File: src/hw/rtl/puf_pkg.sv
// Shared types and constants for the persistent union-find block.
// No dependencies; used by every module under hw/rtl.
package puf_pkg;

    localparam int NODES      = 1024;
    localparam int NODE_W     = 10;
    localparam int HEAD_W     = 11;
    localparam int SIZE_W     = 11;
    localparam int TIME_W     = 60;
    localparam int USED_W     = 12;
    localparam int HIST_DEPTH = 2 * NODES;

    localparam logic [1:0] OP_UNITE = 2'd0;
    localparam logic [1:0] OP_SAME  = 2'd1;
    localparam logic [1:0] OP_SIZE  = 2'd2;

    typedef struct packed {
        logic [HEAD_W-1:0] head;
        logic              linked;
        logic [TIME_W-1:0] lt;
        logic [NODE_W-1:0] parent;
    } t_node_ent;

    typedef struct packed {
        logic [HEAD_W-1:0] prev;
        logic [SIZE_W-1:0] size;
        logic [TIME_W-1:0] tstamp;
    } t_hist_ent;

    typedef struct packed {
        logic              en;
        logic [NODE_W-1:0] addr;
        t_node_ent         data;
    } t_node_wr;

    typedef struct packed {
        logic              en;
        logic [NODE_W-1:0] addr;
        t_hist_ent         data;
    } t_hist_wr;

    typedef enum logic [3:0] {
        ST_CLEAR, ST_IDLE, ST_WALK, ST_CHK, ST_SZX, ST_SZY, ST_SZY_CHK,
        ST_LINK, ST_HEAD, ST_HIST, ST_HCHK, ST_OUT
    } t_state;

    typedef enum logic [1:0] {
        PH_A, PH_B, PH_FIN
    } t_phase;

endpackage

File: src/hw/rtl/puf_seq.sv
// Operation sequencer: root walks, size-history walks, unite writes, result register.
// Depends on puf_pkg; drives puf_node_mem and puf_hist_mem.
module puf_seq (
    input  logic                       i_clk,
    input  logic                       i_rst_n,
    input  logic                       i_in_valid,
    output logic                       o_in_ready,
    input  logic [1:0]                 i_opcode,
    input  logic [puf_pkg::NODE_W-1:0] i_node_a,
    input  logic [puf_pkg::NODE_W-1:0] i_node_b,
    input  logic [puf_pkg::TIME_W-1:0] i_time,
    output logic                       o_out_valid,
    input  logic                       i_out_ready,
    output logic                       o_flag,
    output logic [puf_pkg::SIZE_W-1:0] o_size,
    output logic                       o_status,
    output puf_pkg::t_node_wr          o_node_wr,
    output logic [puf_pkg::NODE_W-1:0] o_node_rd_addr,
    input  puf_pkg::t_node_ent         i_node_q,
    output puf_pkg::t_hist_wr          o_hist_wr,
    output logic [puf_pkg::NODE_W-1:0] o_hist_rd_addr,
    input  puf_pkg::t_hist_ent         i_hist_q
);

    puf_pkg::t_state r_state, n_state;
    puf_pkg::t_phase r_phase, n_phase;

    logic [1:0]                 r_op, n_op;
    logic [puf_pkg::NODE_W-1:0] r_a, n_a, r_b, n_b, r_n, n_n, r_x, n_x, r_y, n_y;
    logic [puf_pkg::TIME_W-1:0] r_t, n_t, r_last, n_last;
    puf_pkg::t_node_ent         r_ex, n_ex, r_ey, n_ey;
    logic [puf_pkg::SIZE_W-1:0] r_sx, n_sx, r_sy, n_sy, r_res_size, n_res_size;
    logic [puf_pkg::HEAD_W-1:0] r_e, n_e;
    logic [puf_pkg::USED_W-1:0] r_used, n_used;
    logic                       r_flag, n_flag, r_status, n_status;
    logic                       r_o_valid, n_o_valid, r_o_flag, n_o_flag, r_o_status, n_o_status;
    logic [puf_pkg::SIZE_W-1:0] r_o_size, n_o_size;
    logic                       swap;

    assign swap = r_sx > r_sy;

    always_ff @(posedge i_clk) begin
        if (!i_rst_n) begin
            r_state   <= puf_pkg::ST_CLEAR;
            r_phase   <= puf_pkg::PH_A;
            r_n       <= '0;
            r_used    <= puf_pkg::USED_W'(puf_pkg::NODES);
            r_last    <= '0;
            r_o_valid <= 1'b0;
        end else begin
            r_state   <= n_state;
            r_phase   <= n_phase;
            r_n       <= n_n;
            r_used    <= n_used;
            r_last    <= n_last;
            r_o_valid <= n_o_valid;
        end
    end

    always_ff @(posedge i_clk) begin
        r_op       <= n_op;
        r_a        <= n_a;
        r_b        <= n_b;
        r_x        <= n_x;
        r_y        <= n_y;
        r_t        <= n_t;
        r_ex       <= n_ex;
        r_ey       <= n_ey;
        r_sx       <= n_sx;
        r_sy       <= n_sy;
        r_res_size <= n_res_size;
        r_e        <= n_e;
        r_flag     <= n_flag;
        r_status   <= n_status;
        r_o_flag   <= n_o_flag;
        r_o_size   <= n_o_size;
        r_o_status <= n_o_status;
    end

    always_comb begin
        n_state        = r_state;
        n_phase        = r_phase;
        n_op           = r_op;
        n_a            = r_a;
        n_b            = r_b;
        n_n            = r_n;
        n_x            = r_x;
        n_y            = r_y;
        n_t            = r_t;
        n_last         = r_last;
        n_ex           = r_ex;
        n_ey           = r_ey;
        n_sx           = r_sx;
        n_sy           = r_sy;
        n_res_size     = r_res_size;
        n_e            = r_e;
        n_used         = r_used;
        n_flag         = r_flag;
        n_status       = r_status;
        n_o_valid      = r_o_valid & ~i_out_ready;
        n_o_flag       = r_o_flag;
        n_o_size       = r_o_size;
        n_o_status     = r_o_status;
        o_in_ready     = 1'b0;
        o_node_wr      = '0;
        o_node_rd_addr = r_n;
        o_hist_wr      = '0;
        o_hist_rd_addr = r_e[puf_pkg::NODE_W-1:0];

        case (r_state)
            puf_pkg::ST_CLEAR: begin
                o_node_wr.en               = 1'b1;
                o_node_wr.addr             = r_n;
                o_node_wr.data.parent      = r_n;
                o_node_wr.data.lt          = '0;
                o_node_wr.data.linked      = 1'b0;
                o_node_wr.data.head        = {1'b0, r_n};
                n_n = r_n + 1'b1;
                if (r_n == puf_pkg::NODE_W'(puf_pkg::NODES - 1)) begin
                    n_state = puf_pkg::ST_IDLE;
                end
            end
            puf_pkg::ST_IDLE: begin
                o_in_ready = 1'b1;
                if (i_in_valid) begin
                    n_op     = i_opcode;
                    n_a      = i_node_a;
                    n_b      = i_node_b;
                    n_t      = i_time;
                    n_n      = i_node_a;
                    n_flag   = 1'b0;
                    n_status = 1'b0;
                    n_state  = puf_pkg::ST_WALK;
                    if (i_opcode == puf_pkg::OP_UNITE && i_time < r_last) begin
                        n_status = 1'b1;
                        n_phase  = puf_pkg::PH_FIN;
                    end else if (i_opcode == puf_pkg::OP_UNITE ||
                                 i_opcode == puf_pkg::OP_SAME) begin
                        n_phase = puf_pkg::PH_A;
                    end else begin
                        n_phase = puf_pkg::PH_FIN;
                    end
                end
            end
            puf_pkg::ST_WALK: begin
                n_state = puf_pkg::ST_CHK;
            end
            puf_pkg::ST_CHK: begin
                if (i_node_q.linked && i_node_q.lt <= r_t) begin
                    n_n            = i_node_q.parent;
                    o_node_rd_addr = i_node_q.parent;
                end else begin
                    case (r_phase)
                        puf_pkg::PH_A: begin
                            n_x     = r_n;
                            n_ex    = i_node_q;
                            n_n     = r_b;
                            n_phase = puf_pkg::PH_B;
                            n_state = puf_pkg::ST_WALK;
                        end
                        puf_pkg::PH_B: begin
                            n_y     = r_n;
                            n_ey    = i_node_q;
                            n_n     = r_a;
                            n_phase = puf_pkg::PH_FIN;
                            n_state = puf_pkg::ST_WALK;
                            if (r_op == puf_pkg::OP_SAME) begin
                                n_flag = (r_x == r_n);
                            end else begin
                                n_last = r_t;
                                if (r_x != r_n && !r_used[puf_pkg::USED_W-1]) begin
                                    n_state = puf_pkg::ST_SZX;
                                end
                            end
                        end
                        default: begin
                            n_e     = i_node_q.head;
                            n_state = puf_pkg::ST_HIST;
                        end
                    endcase
                end
            end
            puf_pkg::ST_SZX: begin
                o_hist_rd_addr = r_ex.head[puf_pkg::NODE_W-1:0];
                n_state = puf_pkg::ST_SZY;
            end
            puf_pkg::ST_SZY: begin
                n_sx = r_ex.head[puf_pkg::NODE_W] ? i_hist_q.size : puf_pkg::SIZE_W'(1);
                o_hist_rd_addr = r_ey.head[puf_pkg::NODE_W-1:0];
                n_state = puf_pkg::ST_SZY_CHK;
            end
            puf_pkg::ST_SZY_CHK: begin
                n_sy = r_ey.head[puf_pkg::NODE_W] ? i_hist_q.size : puf_pkg::SIZE_W'(1);
                n_state = puf_pkg::ST_LINK;
            end
            puf_pkg::ST_LINK: begin
                o_node_wr.en          = 1'b1;
                o_node_wr.addr        = swap ? r_y : r_x;
                o_node_wr.data.parent = swap ? r_x : r_y;
                o_node_wr.data.lt     = r_t;
                o_node_wr.data.linked = 1'b1;
                o_node_wr.data.head   = swap ? r_ey.head : r_ex.head;
                o_hist_wr.en          = 1'b1;
                o_hist_wr.addr        = r_used[puf_pkg::NODE_W-1:0];
                o_hist_wr.data.tstamp = r_t;
                o_hist_wr.data.size   = r_sx + r_sy;
                o_hist_wr.data.prev   = swap ? r_ex.head : r_ey.head;
                n_state = puf_pkg::ST_HEAD;
            end
            puf_pkg::ST_HEAD: begin
                o_node_wr.en   = 1'b1;
                o_node_wr.addr = swap ? r_x : r_y;
                o_node_wr.data = swap ? r_ex : r_ey;
                o_node_wr.data.head = r_used[puf_pkg::HEAD_W-1:0];
                n_used  = r_used + 1'b1;
                n_flag  = 1'b1;
                n_state = puf_pkg::ST_WALK;
            end
            puf_pkg::ST_HIST: begin
                if (!r_e[puf_pkg::NODE_W]) begin
                    n_res_size = puf_pkg::SIZE_W'(1);
                    n_state    = puf_pkg::ST_OUT;
                end else begin
                    n_state = puf_pkg::ST_HCHK;
                end
            end
            puf_pkg::ST_HCHK: begin
                if (i_hist_q.tstamp <= r_t) begin
                    n_res_size = i_hist_q.size;
                    n_state    = puf_pkg::ST_OUT;
                end else if (!i_hist_q.prev[puf_pkg::NODE_W]) begin
                    n_res_size = puf_pkg::SIZE_W'(1);
                    n_state    = puf_pkg::ST_OUT;
                end else begin
                    n_e            = i_hist_q.prev;
                    o_hist_rd_addr = i_hist_q.prev[puf_pkg::NODE_W-1:0];
                end
            end
            puf_pkg::ST_OUT: begin
                if (!r_o_valid || i_out_ready) begin
                    n_o_valid  = 1'b1;
                    n_o_flag   = r_flag;
                    n_o_size   = r_res_size;
                    n_o_status = r_status;
                    n_state    = puf_pkg::ST_IDLE;
                end
            end
            default: begin
                n_state = puf_pkg::ST_IDLE;
            end
        endcase
    end

    assign o_out_valid = r_o_valid;
    assign o_flag      = r_o_flag;
    assign o_size      = r_o_size;
    assign o_status    = r_o_status;

    a_used_range: assert property (@(posedge i_clk) disable iff (!i_rst_n)
        r_used >= puf_pkg::USED_W'(puf_pkg::NODES) &&
        r_used <= puf_pkg::USED_W'(puf_pkg::HIST_DEPTH))
        else $error("history fill count out of range");

    a_link_distinct: assert property (@(posedge i_clk) disable iff (!i_rst_n)
        r_state == puf_pkg::ST_LINK |-> r_x != r_y)
        else $error("link of a root to itself");

    a_used_step: assert property (@(posedge i_clk) disable iff (!i_rst_n)
        r_state == puf_pkg::ST_HEAD |=> r_used == $past(r_used) + 1'b1)
        else $error("history fill count did not advance");

    a_refused_flag: assert property (@(posedge i_clk) disable iff (!i_rst_n)
        r_o_valid && r_o_status |-> !r_o_flag)
        else $error("refused unite reports a join");

endmodule

File: config.mk
export PLATFORM = sky130hd
export DESIGN_NAME = puf_seq
export DESIGN_NICKNAME = d
export VERILOG_FILES = /design/src/hw/rtl/puf_pkg.sv /design/src/hw/rtl/puf_seq.sv
export SDC_FILE = /design/constraint.sdc
export NUM_CORES = 1
export LEC_CHECK = 0
export BUFFER_PORTS_ARGS = -buffer_cell sky130_fd_sc_hd__buf_4
export CELL_PAD_IN_SITES_DETAIL_PLACEMENT = 0
export CELL_PAD_IN_SITES_GLOBAL_PLACEMENT = 1
export CORE_ASPECT_RATIO = 1.25
export CORE_MARGIN = 2
export CORE_UTILIZATION = 45
export CTS_BUF_LIST = sky130_fd_sc_hd__clkbuf_8
export DETAILED_ROUTE_END_ITERATION = 10
export HOLD_SLACK_MARGIN = 0.06
export PLACE_DENSITY_LB_ADDON = 0.08
export SLEW_MARGIN = 5
export SYNTH_ARGS = -nofsm -noshare
export SYNTH_HDL_FRONTEND = slang
export SYNTH_SLANG_ARGS = --single-unit
File: constraint.sdc
create_clock -name i_clk -period 13.45 [get_ports i_clk]
set_input_delay 2.69 -clock i_clk [delete_from_list [all_inputs] [get_ports i_clk]]
set_output_delay 2.69 -clock i_clk [all_outputs]
set_load 0.03 [all_outputs]
* Word-level counts from Yosys, hierarchy flattened
Cells that the tools add are included.
** Storage, ports and cells
- Flip-flop bits (word level) :: 414
- Input bits :: 250
- Output and inout bits :: 221
- Word-level logic and storage cells :: 148
** Operators by class
- $add $sub $neg :: 3
- $lt $le $gt $ge :: 4
- Equal/unequal tests :: 30
- Multiplexer cells :: 51
- Bitwise operators :: 4
- Reductions and logical operators :: 27
** Operators by type and width (count)
- $pmux 93 s3 :: 1
- $le 60x60->1 :: 2
- $mux 11 :: 9
- $mux 93 :: 1
- $mux 10 :: 8
- $mux 71 :: 1
- $lt 60x60->1 :: 1
- $pmux 10 s3 :: 2
- $pmux 4 s12 :: 1
- $pmux 11 s2 :: 2
- $mux 4 :: 6
- $ne 2x2->1 const B :: 10
- $pmux 10 s2 :: 1
- $eq 4x3->1 const B :: 4
- $eq 4x4->1 const B :: 4
- $reduce_and 5->1 :: 3
- $add 12x1->12 const B :: 1
- $reduce_and 3->1 :: 4
- $add 11x11->11 :: 1
- $gt 11x11->1 :: 1
- $add 10x1->10 const B :: 1
- $eq 10x10->1 :: 1
- $eq 10x10->1 const B :: 1
- $ne 10x10->1 :: 1
- other kinds (24) :: 52

* Logic depth before layout (Yosys ltp)
- Depth in word-level cells :: 7
- Gate-level depth with buffers :: 12
- Depth with buffers taken out :: 10

* Worst setup path before layout
No wires, ideal clock.
- Path kind :: input -> register
- From :: in i_node_q[68] (netlist name)
- To :: reg r_ey[0] (netlist name) (enable)
- Data arrival time :: 11.049 ns
- Slack :: 1.746 ns
- Stages :: 9
- Path buffers :: 1
- Cells stage by stage :: ha_1 -> nand4_2 -> or4_4 -> or4_4 -> a31oi_4 -> or4_2 -> buf_6 -> nand2_1 -> nor3_1
** On the way
- Longest elaborated chain between the ends :: 4
** Ends and longest elaborated chain
- start: declaration :: line puf_seq.sv:19 : input puf_pkg::t_node_ent i_node_q,
- $le 60x60->1 :: line puf_seq.sv:149 : if (i_node_q.linked && i_node_q.lt <= r_t) begin
- $logic_and 1x1->1 :: line puf_seq.sv:149
- $not 1->1 (no source line)
- $reduce_and 3->1 (no source line)
- end signal: assignment :: line puf_seq.sv:68 : r_ey <= n_ey;
- end: declaration :: line puf_seq.sv:31 : puf_pkg::t_node_ent r_ex, n_ex, r_ey, n_ey;
No other way between the ends.
A chain may end at the register's enable or synchronous reset.

* Worst setup path in the final report
- From :: in i_node_q[23] (netlist name)
- To :: out o_node_rd_addr[4] (netlist name)
** On the way
- Longest elaborated chain between the ends :: 4
** Ends and longest elaborated chain
- $le 60x60->1 :: line puf_seq.sv:149
- $logic_and 1x1->1 :: line puf_seq.sv:149
- $mux 10 :: line puf_seq.sv:149
- $mux 10 :: line puf_seq.sv:110 : case (r_state)
- end: declaration :: line puf_seq.sv:18 : output logic [puf_pkg::NODE_W-1:0] o_node_rd_addr,
No other way between the ends.

==> results.sh <==
export IMPL_power_internal_uw=2006
export IMPL_finClkSkew_ns=0.03559
export IMPL_crit_path_start_kind="primary input"
export IMPL_timing_reg2reg_setup_slack_ns=8.45
export IMPL_synthesis_area_per_instance_um2=11.07
export IMPL_starting_density_of_the_core=0.4553
export IMPL_vias_cell=5.530
export IMPL_drive_gt1_frac=0.2477
export IMPL_worst_case_setup_slack_after_placement_ns=4.509
export IMPL_grt_pass1_wl_um=105300
export IMPL_switchingPower_uw=624.1
export IMPL_detail_route_wl_per_cell_um=22.16
export IMPL_drt_pass1_iterations=5
export IMPL_ys_seq_area_frac=0.5142
export IMPL_synth_area_leader_cell="sky130_fd_sc_hd__edfxtp_1"
export IMPL_globalplace_congestion=0.8578
export IMPL_post_cts_setup_buffers=0
export IMPL_tritoncts="yes"
export IMPL_path_clk_slew_ns=0.06
export IMPL_cp_data_required_time_ns=10.76
export IMPL_postSynth_asyncResetShare=0
export IMPL_hold_buffers=0
export IMPL_signal_arrival_time_at_the_worst_endpoint_ns=6.37
export IMPL_whs_path_depth=0
export IMPL_reg2reg_from="r_t[58]$_DFFE_PP_"
export IMPL_combinational_family_with_the_most_area_after_synthesis="compound AO/OA/AOI/OAI gates"
export IMPL_die_area_um2=51690
export IMPL_final_setup_viol_count=0
export IMPL_seqPwrFrac=0.524
export IMPL_static_leakage_power_uw=0.01169
export IMPL_sw_frac_of_total=0.2373
export IMPL_cap_viol_max_count=0
export IMPL_synthAdderAreaFrac=0.1135
export IMPL_quantity_of_i_o_buffers_inserted_on_ports=470
export IMPL_die_y_um=253.7
export IMPL_crit_buf_inv=2
export IMPL_grt_pass1_vias=17800
export IMPL_fin_nets=2951
export IMPL_first_iter_violations=982
export IMPL_antenna_found_initial=16
export IMPL_min_period_over_period=0.6739
export IMPL_timing_hold_worst_endpoint="o_size[2]$_DFFE_PP_"
export IMPL_status="complete, no violations"
export IMPL_wl_um=71390
export IMPL_synth_area_leaders="sky130_fd_sc_hd__edfxtp_1 (43%), sky130_fd_sc_hd__ha_1 (11%), sky130_fd_sc_hd__dfxtp_1 (7.9%)"
export IMPL_cts_inserted_buffers=70
export IMPL_tns_ns=0
export IMPL_power_density_nw_per_um2=94.26
export IMPL_io_pin_count=471
export IMPL_synth_cell_types=69
export IMPL_worstSetupPathType="in -> out"
export IMPL_timing_critical_path_to_type="output port"
export IMPL_post_synthesis_instance_area_um2=22450
export IMPL_tightest_slew_ns=1.273
export IMPL_postRouteAntennaNets=0
export IMPL_synth_fp_nets=2480
export IMPL_grt_setup_unrepaired="no"
export IMPL_core_area_um2=49300
export IMPL_dp_cells=3077
export IMPL_cts_num_sinks=414
export IMPL_detailroute_via_count=17820
export IMPL_layout_cells_non_filler=3222
export IMPL_synthesis_instances=2027
export IMPL_gr_total_overflow=0
export IMPL_clk_insertion_delay_late_ns=0.66
export IMPL_cp_cell_sequence="buf_4, ha_1, a21oi_1, o21ai_0, a221oi_1, a2111oi_1, or4_2, a21oi_2, mux2_2, buf_4"
export IMPL_number_of_enable_type_register_cells_in_the_synthesized_netlist=325
export IMPL_worstHoldPathType="reg -> reg"
export IMPL_synthSimpleGateAreaFrac=0.1162
export IMPL_period_needed_ns=9.063
export IMPL_grt_util_all_layers=0.2697
export IMPL_row_count=91
export IMPL_post_route_worst_setup_slack_ns=4.387
export IMPL_drt_drc_violations_left=0
export IMPL_reg2reg_to="r_last[53]$_SDFFE_PN0P_"
export IMPL_place_hpwl_um=52830
export IMPL_synth_flop_cell="sky130_fd_sc_hd__edfxtp_1"
export IMPL_cts_max_path_buffers=3
export IMPL_ys_warn_count=0
export IMPL_hold_path_startpoint="r_res_size[2]$_SDFFCE_PN0P_"
export IMPL_max_fclk_ghz=0.1103
export IMPL_worst_ir_drop_vdd_mv=0.06231
export IMPL_maximum_number_of_pins_on_one_net_before_global_route_repair=77
export IMPL_relSlewSlack=0.1484
export IMPL_area_growth_pct=24.29
export IMPL_rr_worst_depth=10
export IMPL_synth_compound_area_frac=0.1185
export IMPL_number_of_pins_exceeding_their_max_slew_limit_in_the_final_report=0
export IMPL_synth_xor_xnor_area_share=0.008974
export IMPL_crit_fanout=12
export IMPL_cts_htree_levels=3
export IMPL_clockRootBuffer="sky130_fd_sc_hd__clkbuf_8"
export IMPL_timing_final_hold_violations=0
export IMPL_pwr_share_comb=0.063
export IMPL_crit_top_cell="sky130_fd_sc_hd__buf_4"
export IMPL_die_width_um=203.8
export IMPL_synth_top_area_frac=0.4348
export IMPL_crit_path_top_delay_cell="sky130_fd_sc_hd__or4_2"
export IMPL_clock_power_share=0.413
export IMPL_critPathMaxStageDelay_ns=0.86
export IMPL_worst_path_dominant_cell_family="compound AO/OA/AOI/OAI gates"
export IMPL_post_synth_mux_area_share=0.08250
export IMPL_cts_repair_resized=0
export IMPL_yosys_register_bits=414
## worst reg2reg max path, delay by kind of cell, from the launching register on
family / cells / cell delay (ns)
compound gates: 1 / 0.87
fa+ha+maj: 1 / 0.35
buf+inv: 2 / 0.94
flops: 1 / 0.35
mux: 1 / 0.30
simple gates: 5 / 2.06
## final cells by class
| cell class | instances | area (µm²) |
|---|---|---|
| diodes | 15 | 37.54 |
| clock buffers | 76 | 1046 |
| clock inverters | 54 | 271.5 |
| fillers | 4333 | 21400 |
| inverters | 151 | 568.0 |
| multi-input cells | 1371 | 9941 |
| flip-flops and latches | 414 | 11540 |
| well taps | 651 | 814.5 |
| repair buffers | 490 | 3679 |
## cell usage after synthesis (all sizes together), types with 30 or more instances
cell type    n
o22ai       72
nor2       190
inv        150
ha         202
and2        53
nor3        40
dfxtp       89
nand4       46
nand2      119
a21o        30
mux2i      158
o21ai       82
clkbuf      69
edfxtp     325
a21oi      119
## kinds of logic after synthesis
group / Yosys count
AOI/OAI and AO/OA: 419
DFF: 414
buffers and inverters: 242
xor gates and xnor gates: 23
adders and majority gates: 203
muxes: 182
and+or+nand+nor: 544
## per-layer routing
metal / global-route usage / part of all wire / vias to the layer above
li1: - / - / 8470
met1: 0.3221 / 0.40 / 8544
met2: 0.4528 / 0.49 / 639
met3: 0.06091 / 0.068 / 160
met4: 0.1431 / 0.043 / 4
met5: 0 / 0.00036 / -
## state kept, by name, summed over array words and instances, names as in the netlist, 2 cells and up
register / count
r_a: 10
r_sx: 11
r_ex: 82
r_phase: 2
r_t: 60
r_b: 10
r_e: 11
r_x: 10
r_n: 10
r_used: 12
r_ey: 82
r_last: 60
r_y: 10
r_sy: 11
o_size: 11
r_op: 2
r_res_size: 11
r_state: 4
## cells in the final DEF, fill, tap and decap left out, drive strengths merged, types with 5 or more instances in the layout
master,Yosys,layout
nand3,28,28
dfxtp,89,89
clkinv,1,22
inv,150,179
and4,5,5
or3,15,15
nand4,46,46
diode,0,15
o21ai,82,82
nor3,40,40
o22ai,72,72
a211oi,13,13
and2,53,53
nor2,190,190
o21a,7,7
mux2i,158,158
xor2,12,12
clkbuf,69,76
o211ai,17,17
nor2b,13,13
a221oi,5,5
a21o,30,30
nor4,5,5
mux2,24,24
nand2b,12,12
a31oi,11,11
nand2,119,119
ha,202,202
xnor2,11,11
edfxtp,325,325
buf,22,490
a221o,14,14
a211o,12,12
a311oi,9,9
and3,7,7
a21oi,119,119
## metrics by stage
stage / instance area (µm²) / util / power, µW / hold slack (ns)
after global placement: 26540 / 0.5384 / 1567 / 0.4006
after CTS: 27860 / 0.5651 / 2658 / 0.4201
after floorplan: 22450 / - / 1471 / 0.4003
final: 27900 / 0.5659 / 2630 / 0.4208
after detailed placement: 26540 / 0.5384 / 1572 / 0.4074
after global routing: 27890 / 0.5656 / 2723 / 0.4268
## power by group through the flow
| stage | Clock [µW] | Combinational (µW) | Sequential, µW |
|---|---|---|---|
| after floorplan | 0 | 66.6 | 1400 |
| after global placement | 0 | 162 | 1410 |
| after detailed placement | 0 | 166 | 1410 |
| after CTS | 1110 | 167 | 1380 |
| after global routing | 1160 | 183 | 1380 |
| final | 1080 | 167 | 1380 |
## how the worst max path moves through the flow
| stage | slack, ns | depth (start not counted) | endpoint | from |
|---|---|---|---|---|
| after floorplan | 1.75 | 9 | r_ey[0]$_DFFE_PP_ | i_node_q[68] |
| after global placement | 4.51 | 10 | o_node_rd_addr[1] | i_node_q[25] |
| after detailed placement | 4.51 | 10 | o_node_rd_addr[4] | i_node_q[23] |
| after CTS | 4.48 | 10 | o_node_rd_addr[4] | i_node_q[23] |
| after global routing | 4.35 | 10 | o_node_rd_addr[1] | i_node_q[25] |
| final | 4.39 | 10 | o_node_rd_addr[4] | i_node_q[23] |
(Power assumes the default switching activity.)
